$ cat config.mk
export PLATFORM = sky130hd
export DESIGN_NAME = comment_strip_position_track_unit_flat
export DESIGN_NICKNAME = d
export VERILOG_FILES = /design/src/hw/rtl/cspt_pkg.sv /design/src/hw/rtl/cspt_if.sv /design/src/hw/rtl/cspt_core.sv /design/src/hw/rtl/cspt_rsp_fifo.sv /design/src/hw/rtl/comment_strip_position_track_unit.sv /design/src/flat_wrapper.sv
export SDC_FILE = /design/constraint.sdc
export NUM_CORES = 1
export LEC_CHECK = 0
export BUFFER_PORTS_ARGS = -buffer_cell sky130_fd_sc_hd__buf_2
export CAP_MARGIN = 20
export CORE_MARGIN = 2
export CORE_UTILIZATION = 55
export DETAILED_ROUTE_END_ITERATION = 7
export PLACE_DENSITY_LB_ADDON = 0.08
export RECOVER_POWER = 100
export SLEW_MARGIN = 20
export SYNTH_ARGS = -nofsm -noshare
export SYNTH_HDL_FRONTEND = slang
export SYNTH_HIERARCHICAL = 1
export SYNTH_SLANG_ARGS = --single-unit
$ cat constraint.sdc
create_clock -name clock -period 7.5 [get_ports clock]
set_clock_uncertainty 0.15 [all_clocks]
set_input_delay 0.75 -clock clock [delete_from_list [all_inputs] [get_ports clock]]
set_output_delay 0.75 -clock clock [all_outputs]
set_load 0.01 [all_outputs]
$ cat src/hw/rtl/cspt_pkg.sv
// ---------------------------------------------------------------------------
// Comment strip position track package
// Widths, character codes, item types and the position update function.
// ---------------------------------------------------------------------------
package cspt_pkg;

   localparam int LINE_BITS = 20;
   localparam int COL_BITS  = 16;
   localparam int TAB_BITS  = 4;
   localparam int RSP_DEPTH = 4;
   localparam int PTR_BITS  = $clog2(RSP_DEPTH);
   localparam int CNT_BITS  = $clog2(RSP_DEPTH + 1);

   localparam logic [7:0] CH_SLASH = 8'h2F;
   localparam logic [7:0] CH_STAR  = 8'h2A;
   localparam logic [7:0] CH_NL    = 8'h0A;
   localparam logic [7:0] CH_TAB   = 8'h09;

   localparam logic [TAB_BITS-1:0]  TAB_RESET  = TAB_BITS'(4);
   localparam logic [COL_BITS-1:0]  COL_ORIGIN = '0;
   localparam logic [LINE_BITS-1:0] FIRST_LINE = LINE_BITS'(1);
   localparam logic [LINE_BITS-1:0] LINE_MAX   = '1;
   localparam logic [COL_BITS-1:0]  COL_MAX    = '1;

   typedef enum logic [1:0] {
      MODE_NORMAL = 2'd0,
      MODE_LINE   = 2'd1,
      MODE_BLOCK  = 2'd2
   } mode_type;

   typedef struct packed {
      logic [LINE_BITS-1:0] line;
      logic [COL_BITS-1:0]  col;
   } pos_type;

   typedef struct packed {
      logic [7:0]           char_out;
      logic [LINE_BITS-1:0] line_out;
      logic [COL_BITS-1:0]  col_out;
      logic                 end_marker;
      logic                 unclosed_comment;
      logic                 last;
   } rsp_item_type;

   typedef struct packed {
      logic         wr0;
      logic         wr1;
      rsp_item_type item0;
      rsp_item_type item1;
   } push_type;

   function automatic pos_type move_past(input logic [7:0] c, input pos_type p,
                                         input logic [TAB_BITS-1:0] tab);
      pos_type       r;
      logic [COL_BITS:0] sum;
      r   = p;
      sum = {1'b0, p.col} + (COL_BITS+1)'(tab);
      if (c == CH_NL) begin
         if (p.line != LINE_MAX) r.line = p.line + LINE_BITS'(1);
         r.col = COL_ORIGIN;
      end else if (c == CH_TAB) begin
         r.col = sum[COL_BITS] ? COL_MAX : sum[COL_BITS-1:0];
      end else if (p.col != COL_MAX) begin
         r.col = p.col + COL_BITS'(1);
      end
      return r;
   endfunction

endpackage

$ cat src/hw/rtl/cspt_if.sv
// ---------------------------------------------------------------------------
// Comment strip position track channels
// Request and response valid/ready channels with their payload.
// ---------------------------------------------------------------------------
interface cspt_req_if;
   logic       valid;
   logic       ready;
   logic [7:0] byte_in;
   logic       end_of_file;

   modport source(output valid, output byte_in, output end_of_file, input ready);
   modport sink(input valid, input byte_in, input end_of_file, output ready);
endinterface

interface cspt_rsp_if;
   import cspt_pkg::*;

   logic                 valid;
   logic                 ready;
   logic [7:0]           char_out;
   logic [LINE_BITS-1:0] line_out;
   logic [COL_BITS-1:0]  col_out;
   logic                 end_marker;
   logic                 unclosed_comment;
   logic                 last;

   modport source(output valid, output char_out, output line_out, output col_out,
                  output end_marker, output unclosed_comment, output last,
                  input ready);
   modport sink(input valid, input char_out, input line_out, input col_out,
                input end_marker, input unclosed_comment, input last,
                output ready);
endinterface

$ cat src/hw/rtl/cspt_core.sv
// ---------------------------------------------------------------------------
// Comment strip position track core
// Mode, look-ahead and position state with the single-step update.
// ---------------------------------------------------------------------------
module cspt_core (
   input  logic                          clock,
   input  logic                          reset,
   input  logic                          csr_wr_en,
   input  logic [cspt_pkg::TAB_BITS-1:0] csr_wr_data,
   input  logic                          take,
   input  logic [7:0]                    byte_in,
   input  logic                          end_of_file,
   output cspt_pkg::push_type            push
);
   import cspt_pkg::*;

   logic [TAB_BITS-1:0] tab_ff;
   mode_type            mode_ff, mode_in;
   logic [7:0]          held_ff, held_in;
   logic                held_valid_ff, held_valid_in;
   logic                star_ff, star_in;
   pos_type             pos_ff, pos_in;

   pos_type pos_held;
   logic    in_normal;
   logic    opener;

   assign pos_held  = move_past(held_ff, pos_ff, tab_ff);
   assign in_normal = (mode_ff != MODE_LINE) && (mode_ff != MODE_BLOCK);
   assign opener    = held_valid_ff && (held_ff == CH_SLASH) &&
                      ((byte_in == CH_SLASH) || (byte_in == CH_STAR));

   always_ff @(posedge clock) begin
      if (reset) begin
         tab_ff        <= TAB_RESET;
         mode_ff       <= MODE_NORMAL;
         held_ff       <= '0;
         held_valid_ff <= 1'b0;
         star_ff       <= 1'b0;
         pos_ff        <= '{line: FIRST_LINE, col: COL_ORIGIN};
      end else begin
         if (csr_wr_en) tab_ff <= csr_wr_data;
         mode_ff       <= mode_in;
         held_ff       <= held_in;
         held_valid_ff <= held_valid_in;
         star_ff       <= star_in;
         pos_ff        <= pos_in;
      end
   end

   // next state
   always_comb begin
      mode_in       = mode_ff;
      held_in       = held_ff;
      held_valid_in = held_valid_ff;
      star_in       = star_ff;
      pos_in        = pos_ff;
      if (take) begin
         if (end_of_file) begin
            mode_in       = MODE_NORMAL;
            held_in       = '0;
            held_valid_in = 1'b0;
            star_in       = 1'b0;
            pos_in        = '{line: FIRST_LINE, col: COL_ORIGIN};
         end else begin
            case (mode_ff)
               MODE_LINE: begin
                  if (byte_in == CH_NL) begin
                     mode_in       = MODE_NORMAL;
                     held_in       = byte_in;
                     held_valid_in = 1'b1;
                  end else begin
                     pos_in = move_past(byte_in, pos_ff, tab_ff);
                  end
               end
               MODE_BLOCK: begin
                  pos_in = move_past(byte_in, pos_ff, tab_ff);
                  if (star_ff && (byte_in == CH_SLASH)) begin
                     mode_in = MODE_NORMAL;
                     star_in = 1'b0;
                  end else begin
                     star_in = (byte_in == CH_STAR);
                  end
               end
               default: begin
                  if (opener) begin
                     pos_in        = move_past(byte_in, pos_held, tab_ff);
                     held_in       = '0;
                     held_valid_in = 1'b0;
                     star_in       = 1'b0;
                     mode_in       = (byte_in == CH_SLASH) ? MODE_LINE : MODE_BLOCK;
                  end else begin
                     mode_in = MODE_NORMAL;
                     if (held_valid_ff) pos_in = pos_held;
                     held_in       = byte_in;
                     held_valid_in = 1'b1;
                  end
               end
            endcase
         end
      end
   end

   // outputs
   always_comb begin
      push       = '0;
      push.item0 = '{char_out: held_ff, line_out: pos_ff.line, col_out: pos_ff.col,
                     end_marker: 1'b0, unclosed_comment: 1'b0, last: 1'b1};
      push.item1 = '{char_out: 8'h00, line_out: pos_held.line, col_out: pos_held.col,
                     end_marker: 1'b1, unclosed_comment: 1'b0, last: 1'b1};
      if (take) begin
         if (end_of_file) begin
            push.wr0 = 1'b1;
            if (in_normal && held_valid_ff) begin
               push.wr1              = 1'b1;
               push.item0.last       = 1'b0;
               push.item1.line_out   = pos_held.line;
               push.item1.col_out    = pos_held.col;
            end else begin
               push.item0 = '{char_out: 8'h00, line_out: pos_ff.line,
                              col_out: pos_ff.col, end_marker: 1'b1,
                              unclosed_comment: (mode_ff == MODE_BLOCK),
                              last: 1'b1};
            end
         end else if (in_normal && held_valid_ff && !opener) begin
            push.wr0 = 1'b1;
         end
      end
   end

endmodule

$ cat src/hw/rtl/cspt_rsp_fifo.sv
// ---------------------------------------------------------------------------
// Comment strip position track response queue
// Four-entry queue taking up to two items per cycle, one out per cycle while rsp ready is high.
// ---------------------------------------------------------------------------
module cspt_rsp_fifo (
   input  logic               clock,
   input  logic               reset,
   input  cspt_pkg::push_type push,
   output logic               space_ok,
   cspt_rsp_if.source         rsp
);
   import cspt_pkg::*;

   rsp_item_type          entry_ff [RSP_DEPTH];
   logic [PTR_BITS-1:0]   wr_ptr_ff, wr_ptr_in;
   logic [PTR_BITS-1:0]   rd_ptr_ff, rd_ptr_in;
   logic [CNT_BITS-1:0]   count_ff, count_in;
   logic                  pop;
   rsp_item_type          head;

   assign pop      = rsp.valid && rsp.ready;
   assign space_ok = (count_ff <= CNT_BITS'(RSP_DEPTH - 2));
   assign head     = entry_ff[rd_ptr_ff];

   assign rsp.valid            = (count_ff != '0);
   assign rsp.char_out         = head.char_out;
   assign rsp.line_out         = head.line_out;
   assign rsp.col_out          = head.col_out;
   assign rsp.end_marker       = head.end_marker;
   assign rsp.unclosed_comment = head.unclosed_comment;
   assign rsp.last             = head.last;

   always_comb begin
      wr_ptr_in = wr_ptr_ff + PTR_BITS'(push.wr0) + PTR_BITS'(push.wr1);
      rd_ptr_in = rd_ptr_ff + PTR_BITS'(pop);
      count_in  = count_ff + CNT_BITS'(push.wr0) + CNT_BITS'(push.wr1) - CNT_BITS'(pop);
   end

   always_ff @(posedge clock) begin
      if (reset) begin
         wr_ptr_ff <= '0;
         rd_ptr_ff <= '0;
         count_ff  <= '0;
      end else begin
         wr_ptr_ff <= wr_ptr_in;
         rd_ptr_ff <= rd_ptr_in;
         count_ff  <= count_in;
      end
   end

   always_ff @(posedge clock) begin
      if (push.wr0) entry_ff[wr_ptr_ff] <= push.item0;
      if (push.wr1) entry_ff[wr_ptr_ff + PTR_BITS'(1)] <= push.item1;
   end

endmodule

$ cat src/hw/rtl/comment_strip_position_track_unit.sv
// Order: a character enters the response queue when the item after it is taken; the end marker
// enters with the end-of-file item, behind any character it flushes. Throughput: one item per
// cycle while the queue has room for two, set by the single-step core; an end-of-file item puts
// one or two results into the four-entry queue, which drains one per cycle while rsp is ready.
// Reset: synchronous, clears mode, look-ahead, position and queue; tab width returns to 4.
// ---------------------------------------------------------------------------
// Comment strip position track unit
// Strips C-style comments from a byte stream and tags survivors with line and column.
// ---------------------------------------------------------------------------
module comment_strip_position_track_unit (
   input  logic                          clock,
   input  logic                          reset,
   input  logic                          csr_wr_en,
   input  logic [cspt_pkg::TAB_BITS-1:0] csr_wr_data,
   cspt_req_if.sink                      req_if,
   cspt_rsp_if.source                    rsp_if
);
   import cspt_pkg::*;

   push_type push;
   logic     space_ok;
   logic     take;

   assign req_if.ready = space_ok;
   assign take         = req_if.valid && space_ok;

   cspt_core u_core (
      .clock       (clock),
      .reset       (reset),
      .csr_wr_en   (csr_wr_en),
      .csr_wr_data (csr_wr_data),
      .take        (take),
      .byte_in     (req_if.byte_in),
      .end_of_file (req_if.end_of_file),
      .push        (push)
   );

   cspt_rsp_fifo u_rsp_fifo (
      .clock    (clock),
      .reset    (reset),
      .push     (push),
      .space_ok (space_ok),
      .rsp      (rsp_if)
   );

endmodule

$ cat src/flat_wrapper.sv
// flat-port wrapper written by rule: the top's interface ports become plain ports
module comment_strip_position_track_unit_flat import cspt_pkg::*;
  (clock, reset, csr_wr_en, csr_wr_data, req_if_valid, req_if_byte_in, req_if_end_of_file, req_if_ready, rsp_if_valid, rsp_if_char_out, rsp_if_line_out, rsp_if_col_out, rsp_if_end_marker, rsp_if_unclosed_comment, rsp_if_last, rsp_if_ready);
  cspt_req_if req_if_i ();
  cspt_rsp_if rsp_if_i ();
  input  logic clock;
  input  logic reset;
  input  logic csr_wr_en;
  input  logic [cspt_pkg::TAB_BITS-1:0] csr_wr_data;
  input wire logic [$bits(req_if_i.valid)-1:0] req_if_valid;
  input wire logic [$bits(req_if_i.byte_in)-1:0] req_if_byte_in;
  input wire logic [$bits(req_if_i.end_of_file)-1:0] req_if_end_of_file;
  output wire logic [$bits(req_if_i.ready)-1:0] req_if_ready;
  output wire logic [$bits(rsp_if_i.valid)-1:0] rsp_if_valid;
  output wire logic [$bits(rsp_if_i.char_out)-1:0] rsp_if_char_out;
  output wire logic [$bits(rsp_if_i.line_out)-1:0] rsp_if_line_out;
  output wire logic [$bits(rsp_if_i.col_out)-1:0] rsp_if_col_out;
  output wire logic [$bits(rsp_if_i.end_marker)-1:0] rsp_if_end_marker;
  output wire logic [$bits(rsp_if_i.unclosed_comment)-1:0] rsp_if_unclosed_comment;
  output wire logic [$bits(rsp_if_i.last)-1:0] rsp_if_last;
  input wire logic [$bits(rsp_if_i.ready)-1:0] rsp_if_ready;
  assign req_if_i.valid = req_if_valid;
  assign req_if_i.byte_in = req_if_byte_in;
  assign req_if_i.end_of_file = req_if_end_of_file;
  assign req_if_ready = req_if_i.ready;
  assign rsp_if_valid = rsp_if_i.valid;
  assign rsp_if_char_out = rsp_if_i.char_out;
  assign rsp_if_line_out = rsp_if_i.line_out;
  assign rsp_if_col_out = rsp_if_i.col_out;
  assign rsp_if_end_marker = rsp_if_i.end_marker;
  assign rsp_if_unclosed_comment = rsp_if_i.unclosed_comment;
  assign rsp_if_last = rsp_if_i.last;
  assign rsp_if_i.ready = rsp_if_ready;
  comment_strip_position_track_unit u_core (.clock(clock), .reset(reset), .csr_wr_en(csr_wr_en), .csr_wr_data(csr_wr_data), .req_if(req_if_i), .rsp_if(rsp_if_i));
endmodule
# [Yosys cells after proc, flatten, opt, wreduce, memory -nomap -nowiden]
# Memory sizes are Yosys's and may differ from the RTL's. A register that Yosys moved wholly into a read port is not among the register bits.
# Cells that the tools add are included.
[word_totals] regBits=59 latch_bits=0 ram_bits=188 rom_bits=0 inputBits=18 word_cells=115 n_memories=1
[mem_list] name="u_core.u_rsp_fifo.entry_ff" depth=4 width=47 rd=1 rd_clocked_by_memory_dff=1 write_ports=2 line="cspt_rsp_fifo.sv:14" text="rsp_item_type entry_ff [RSP_DEPTH];"
[op_classes] addsub=13 mul=0 div_mod_pow=0 magnitude_cmp=1 eq_ne=21 shifts=0 n_mux=50 n_bitwise=0 reduce_logical=19
[op_table] op="$mux 16" count=11
[op_table] op="$mux 36" count=3
[op_table] op="$mux 20" count=5
[op_table] op="$pmux 36 s2" count=1
[op_table] op="$mux 49" count=1
[op_table] op="$mux 48" count=1
[op_table] op="$mux 46" count=1
[op_table] op="$add 20x1->20 const B" count=2
[op_table] op="$ne 20x20->1 const B" count=2
[op_table] op="$add 16x4->17" count=2
[op_table] op="$add 16x1->16 const B" count=2
[op_table] op="$eq 8x4->1 const B" count=4
[op_table] op="$ne 16x16->1 const B" count=2
[op_table] op="$eq 8x6->1 const B" count=3
[op_table] op="$mux 8" count=3
[op_table] op="$pmux 8 s2" count=1
[op_table] op="$mux 1" count=14
[op_table] op="$mux 2" count=6
[op_table] op="$ne 3x3->1 const B" count=4
[op_table] op="$reduce_and 3->1" count=4
[op_table] op="$logic_and 1x1->1" count=8
[op_table] op="$add 2x1->2" count=3
[op_table] op="$add 3x1->3" count=2
[op_table] op="$ne 2x2->1 const B" count=3
[op_table] op="other kinds (14)" count=16

# [Longest topological paths before layout]
[logic_depth] word_depth=11 depth_mapped=16

# [By module]
# The synthesis kept the hierarchy.
[by_module_without_submodules] mod="cspt_rsp_fifo" instances=1 cells_per_inst=497 area_per_inst_um2=9557.9
[by_module_without_submodules] mod="cspt_core" instances=1 cells_per_inst=751 area_per_inst_um2=5206.2
[by_module_without_submodules] mod="comment_strip_position_track_unit" instances=1 cells_per_inst=1 area_per_inst_um2=6.3

# [Worst setup path after synthesis]
# Ideal clock, no wire load.
[synth_path] path_kind="input-to-reg" startpoint="in req_if_byte_in[3]" endpoint="mem u_core/u_rsp_fifo/entry_ff[2][0] (netlist bit), enable pin" setup_ns=0.517 arrival_time_ns=5.118 slack_ns=1.715 path_stages=7 cell_sequence="nor4b_1 > and3_1 > nand3_1 > a31oi_1 > nor2b_1 > nand2b_1 > o21ai_0"
[synth_rtl] element="start: declaration" line="flat_wrapper.sv:11" text="input wire logic [$bits(req_if_i.byte_in)-1:0] req_if_byte_in;"
[synth_rtl] element="end: declaration" line="cspt_rsp_fifo.sv:14"

==> summary.md <==
In this run the clock root is driven by a sky130_fd_sc_hd__clkbuf_16. The largest net degree at the start of global routing is 53, and the floorplan die area is 28200 um2. Dividing the final minimum period by the clock period gives 79.7%.

From bottom edge to top edge, the die measures 168 um. The total area inside the core boundary comes to 26200 um2. Averaged over all synthesized cells, the footprint is 11.8 um2. The finished layout holds 1633 standard cells, fillers aside. In this run, the number of DRC markers left after iteration 0 of detailed routing was 1143.

The final-layout setup total negative slack is 0 ns, and the horizontal die dimension is 168 um. For the combined area of all synthesized cells, the log shows 14800 um2. The post-placement cell area came out at 15200 um2. The synthesized design contains 188 enable-type register cells.

The clock slew at the register clock pins of the worst setup and hold paths is 0.06 ns, and the final-report setup violation count is 0. For the post-synthesis instance total, the log shows 1249. In the synthesized netlist the dominant register cell turns out to be sky130_fd_sc_hd__edfxtp_1. The count of port buffers added during placement is 66.

The worst setup path is of the flip-flop to flip-flop kind. The logs give 2201 for the total of fill cells in the finished design and 10694 for the total number of vias. In this run the count of I/O pins placed on the die edge is 67. The worst setup path is launched from a flip-flop.

The static leakage is 5.47 nW, and the layout net count is 1310. The tree built by TritonCTS fans out to 247 sinks. The synthesized netlist contains 83 unique library cells. The actual transition at the worst max-transition pin was 3.87 ns. The first global-routing pass estimated 61300 um of wire. The tools report the max-slew violation total from the final report as 455. Dividing the detail-routed wire length by the instance count gives 24.3 um.

The via count of the first global-routing pass was 10341; the worst path required time was 7.51 ns. The cell count after placement was 1581. For the initial antenna violation count, the log shows 0. The logs give 1 for the CTS H-tree depth and 59 for the number of placement rows. The clock insertion delay at the later pin of the skew report is 0.58 ns, and the largest driver fanout on the critical path is 28.

The repair_antennas step left the layout with diodes totalling 0. The area share of the largest cell type after synthesis is 38.2%, and the number of optimization iterations in the first detailed-route pass is 6. The final reports fail on max-capacitance violations, max-slew violations. Once the clock tree was built, the resizer swapped 0 gates to a different size. Power spread over the standard cell area amounts to 238 nW/um2. The share of async-settable or async-resettable flops after synthesis works out to 0%. The post-detailed-route count of antenna-violating nets was 0; the sum of net half-perimeters after detailed placement was 25300 um. TritonCTS built the clock tree. In the global route stage, overall resource usage came out at 28.1%.

For this configuration, the core starts out at a cell density of 56.4%. The longest clock path from root to sink contains 3 buffers. From synthesis to final layout, the design area changed by 7.12%.

Counting I/O delays and the setup requirement, the final critical path takes 5.98 ns. After detailed routing, the number of vias per cell comes to 6.55. The run finished, with violations left. The share of the yosys chip area belonging to registers is 46.2%. Buffers inserted to repair hold after CTS numbered 0.

With fillers left out, the area of the finished cells amounts to 15800 um2. After synthesis, the cell types taking the most area are sky130_fd_sc_hd__edfxtp_1, sky130_fd_sc_hd__dfxtp_1, sky130_fd_sc_hd__mux4_2. The logs give 28 for the number of buffers inserted during clock tree synthesis and -158% for the relative max-transition margin. Biggest area consumer among synthesized cells: sky130_fd_sc_hd__edfxtp_1.

The run gives 39600 um as the routed wire length. The number of failing hold endpoints at the final stage is 0. Yosys printed 6 warnings. In the routed design, unresolved DRC markers number 0.

For the data arrival time of the critical path, the log shows 5.99 ns. VDD sags by at most 0.161 mV. The synthesized design contains 247 register bits. The nature of the critical path endpoint was a flip-flop.

Setup repair after global routing left no endpoint under its margin. Routability-driven placement finished with a final weighted congestion of 0.993. After clock tree synthesis, the setup repair step added 0 buffers.

Worst min-delay path category: input pin to flip-flop. Global routing finished with a remaining overflow of 0. The tool flagged a number of max-cap violations equal to 11. Static timing analysis puts the maximum clock frequency at 167 MHz. The layout cell share with drive strength beyond 1 was 16.9%.
[kinds of logic after synthesis]
kind of cell | Yosys count | synth area share (%)
DFF | 247 | 46.2
other | 2 | 0.0508
AOI/OAI and AO/OA | 237 | 10.3
and+or+nand+nor | 345 | 12.6
buffers and inverters | 122 | 4.26
xor gates and xnor gates | 32 | 1.90
adders and majority gates | 16 | 1.56
muxes | 248 | 23.1
[power by group]
| part | internal, mW | switching, mW | leakage, nW |
|---|---|---|---|
| Sequential | 1.59 | 0.0404 | 2.12 |
| Combinational | 0.344 | 0.449 | 2.91 |
| Clock | 0.767 | 0.571 | 0.443 |
[registers in the layout, indices dropped and copies added (netlist names)]
register                     flops
u_core/u_core/held_ff            8
u_core/u_core/held_valid_ff      1
u_core/u_core/mode_ff            2
u_core/u_core/pos_ff            36
u_core/u_core/star_ff            1
u_core/u_core/tab_ff             4
u_core/u_rsp_fifo/count_ff       3
u_core/u_rsp_fifo/entry_ff     188
u_core/u_rsp_fifo/rd_ptr_ff      2
u_core/u_rsp_fifo/wr_ptr_ff      2
[worst max-delay path, cell delays in order (launching register included)]
cell and delay, ns:
sky130_fd_sc_hd__dfxtp_1 0.39, sky130_fd_sc_hd__or4b_1 0.47, sky130_fd_sc_hd__nor3_1 0.18, sky130_fd_sc_hd__nand3_1 0.37, sky130_fd_sc_hd__a31oi_1 0.21, sky130_fd_sc_hd__nor2b_1 0.41
sky130_fd_sc_hd__mux2i_1 0.17, sky130_fd_sc_hd__nor2_1 1.68, sky130_fd_sc_hd__clkbuf_1 1.50
[final cells by class]
| type | instances | area [um2] | share of cell area [%] |
|---|---|---|---|
| clock inverters | 19 | 174 | 1.10 |
| multi-input cells | 889 | 7210 | 45.6 |
| well taps | 335 | 419 | 2.65 |
| inverters | 28 | 105 | 0.664 |
| clock buffers | 33 | 729 | 4.61 |
| repair buffers | 82 | 355 | 2.25 |
| flip-flops and latches | 247 | 6830 | 43.2 |
[metal layers]
metal  up-vias  routed length [um]  global-route usage, %
li1       4873                   -                      -
met4         0                 836                   7.11
met3        68                3450                   5.10
met2       484               16800                   41.5
met1      5269               18600                   43.0
met5         -                   0                      0
[cell usage after synthesis (all sizes together) (21+ instances only)]
cell    instances
a21oi          70
buf            54
clkbuf         40
dfxtp          59
edfxtp        188
inv            28
mux2          189
mux4           47
nand2          80
nand3          39
nand4          21
nor2           80
nor3           24
o21ai          58
xnor2          24
[worst paths after layout]
check	slack (ns)	from	end	cells past startpoint
worst max-delay path	1.52	u_core/u_core/held_ff[6]$_SDFFE_PP0P_	u_core/u_rsp_fifo/entry_ff[1][35]$_DFFE_PP_	8
worst min-delay path	0.27	csr_wr_data[2]	u_core/u_core/tab_ff[2]$_SDFFE_PP1P_	3
worst max register to register	1.52	u_core/u_core/held_ff[6]$_SDFFE_PP0P_	u_core/u_rsp_fifo/entry_ff[1][35]$_DFFE_PP_	8
worst min register to register	0.34	u_core/u_core/mode_ff[0]$_SDFFE_PP0P_	u_core/u_core/mode_ff[0]$_SDFFE_PP0P_	2
[stage by stage]
stage | total power [mW] | util [%] | hold WS, ns | worst slack, ns
2_1_floorplan | 2.20 | - | 0.296 | 1.71
3_3_place_gp | 2.45 | 58.0 | 0.316 | 2.50
3_5_place_dp | 2.46 | 58.0 | 0.324 | 2.42
4_1_cts | 3.80 | 61.5 | 0.250 | 2.38
5_1_grt | 3.92 | 60.4 | 0.256 | 1.18
6_report | 3.76 | 60.4 | 0.266 | 1.52
[placed cells by master (no fill, tap or decap), types with 9 or more instances in the layout]
cell type	instances
sky130_fd_sc_hd__a211oi_1	11
sky130_fd_sc_hd__nor2_1	79
sky130_fd_sc_hd__nor4_1	13
sky130_fd_sc_hd__buf_2	18
sky130_fd_sc_hd__nor3_1	22
sky130_fd_sc_hd__ha_1	12
sky130_fd_sc_hd__xnor2_1	24
sky130_fd_sc_hd__mux2i_1	12
sky130_fd_sc_hd__dfxtp_1	57
sky130_fd_sc_hd__edfxtp_1	188
sky130_fd_sc_hd__a21oi_1	70
sky130_fd_sc_hd__conb_1	11
sky130_fd_sc_hd__mux2_2	82
sky130_fd_sc_hd__clkinv_2	9
sky130_fd_sc_hd__o21ai_0	56
sky130_fd_sc_hd__nand4_1	19
sky130_fd_sc_hd__nand2_1	80
sky130_fd_sc_hd__nand3b_1	9
sky130_fd_sc_hd__mux4_2	47
sky130_fd_sc_hd__inv_1	28
sky130_fd_sc_hd__a31oi_1	12
sky130_fd_sc_hd__clkbuf_1	62
sky130_fd_sc_hd__a22oi_1	16
sky130_fd_sc_hd__clkbuf_16	28
sky130_fd_sc_hd__and3_1	15
sky130_fd_sc_hd__nor2b_1	14
sky130_fd_sc_hd__mux2_1	107
sky130_fd_sc_hd__nand3_1	39
Power figures use the tool's default switching activity.
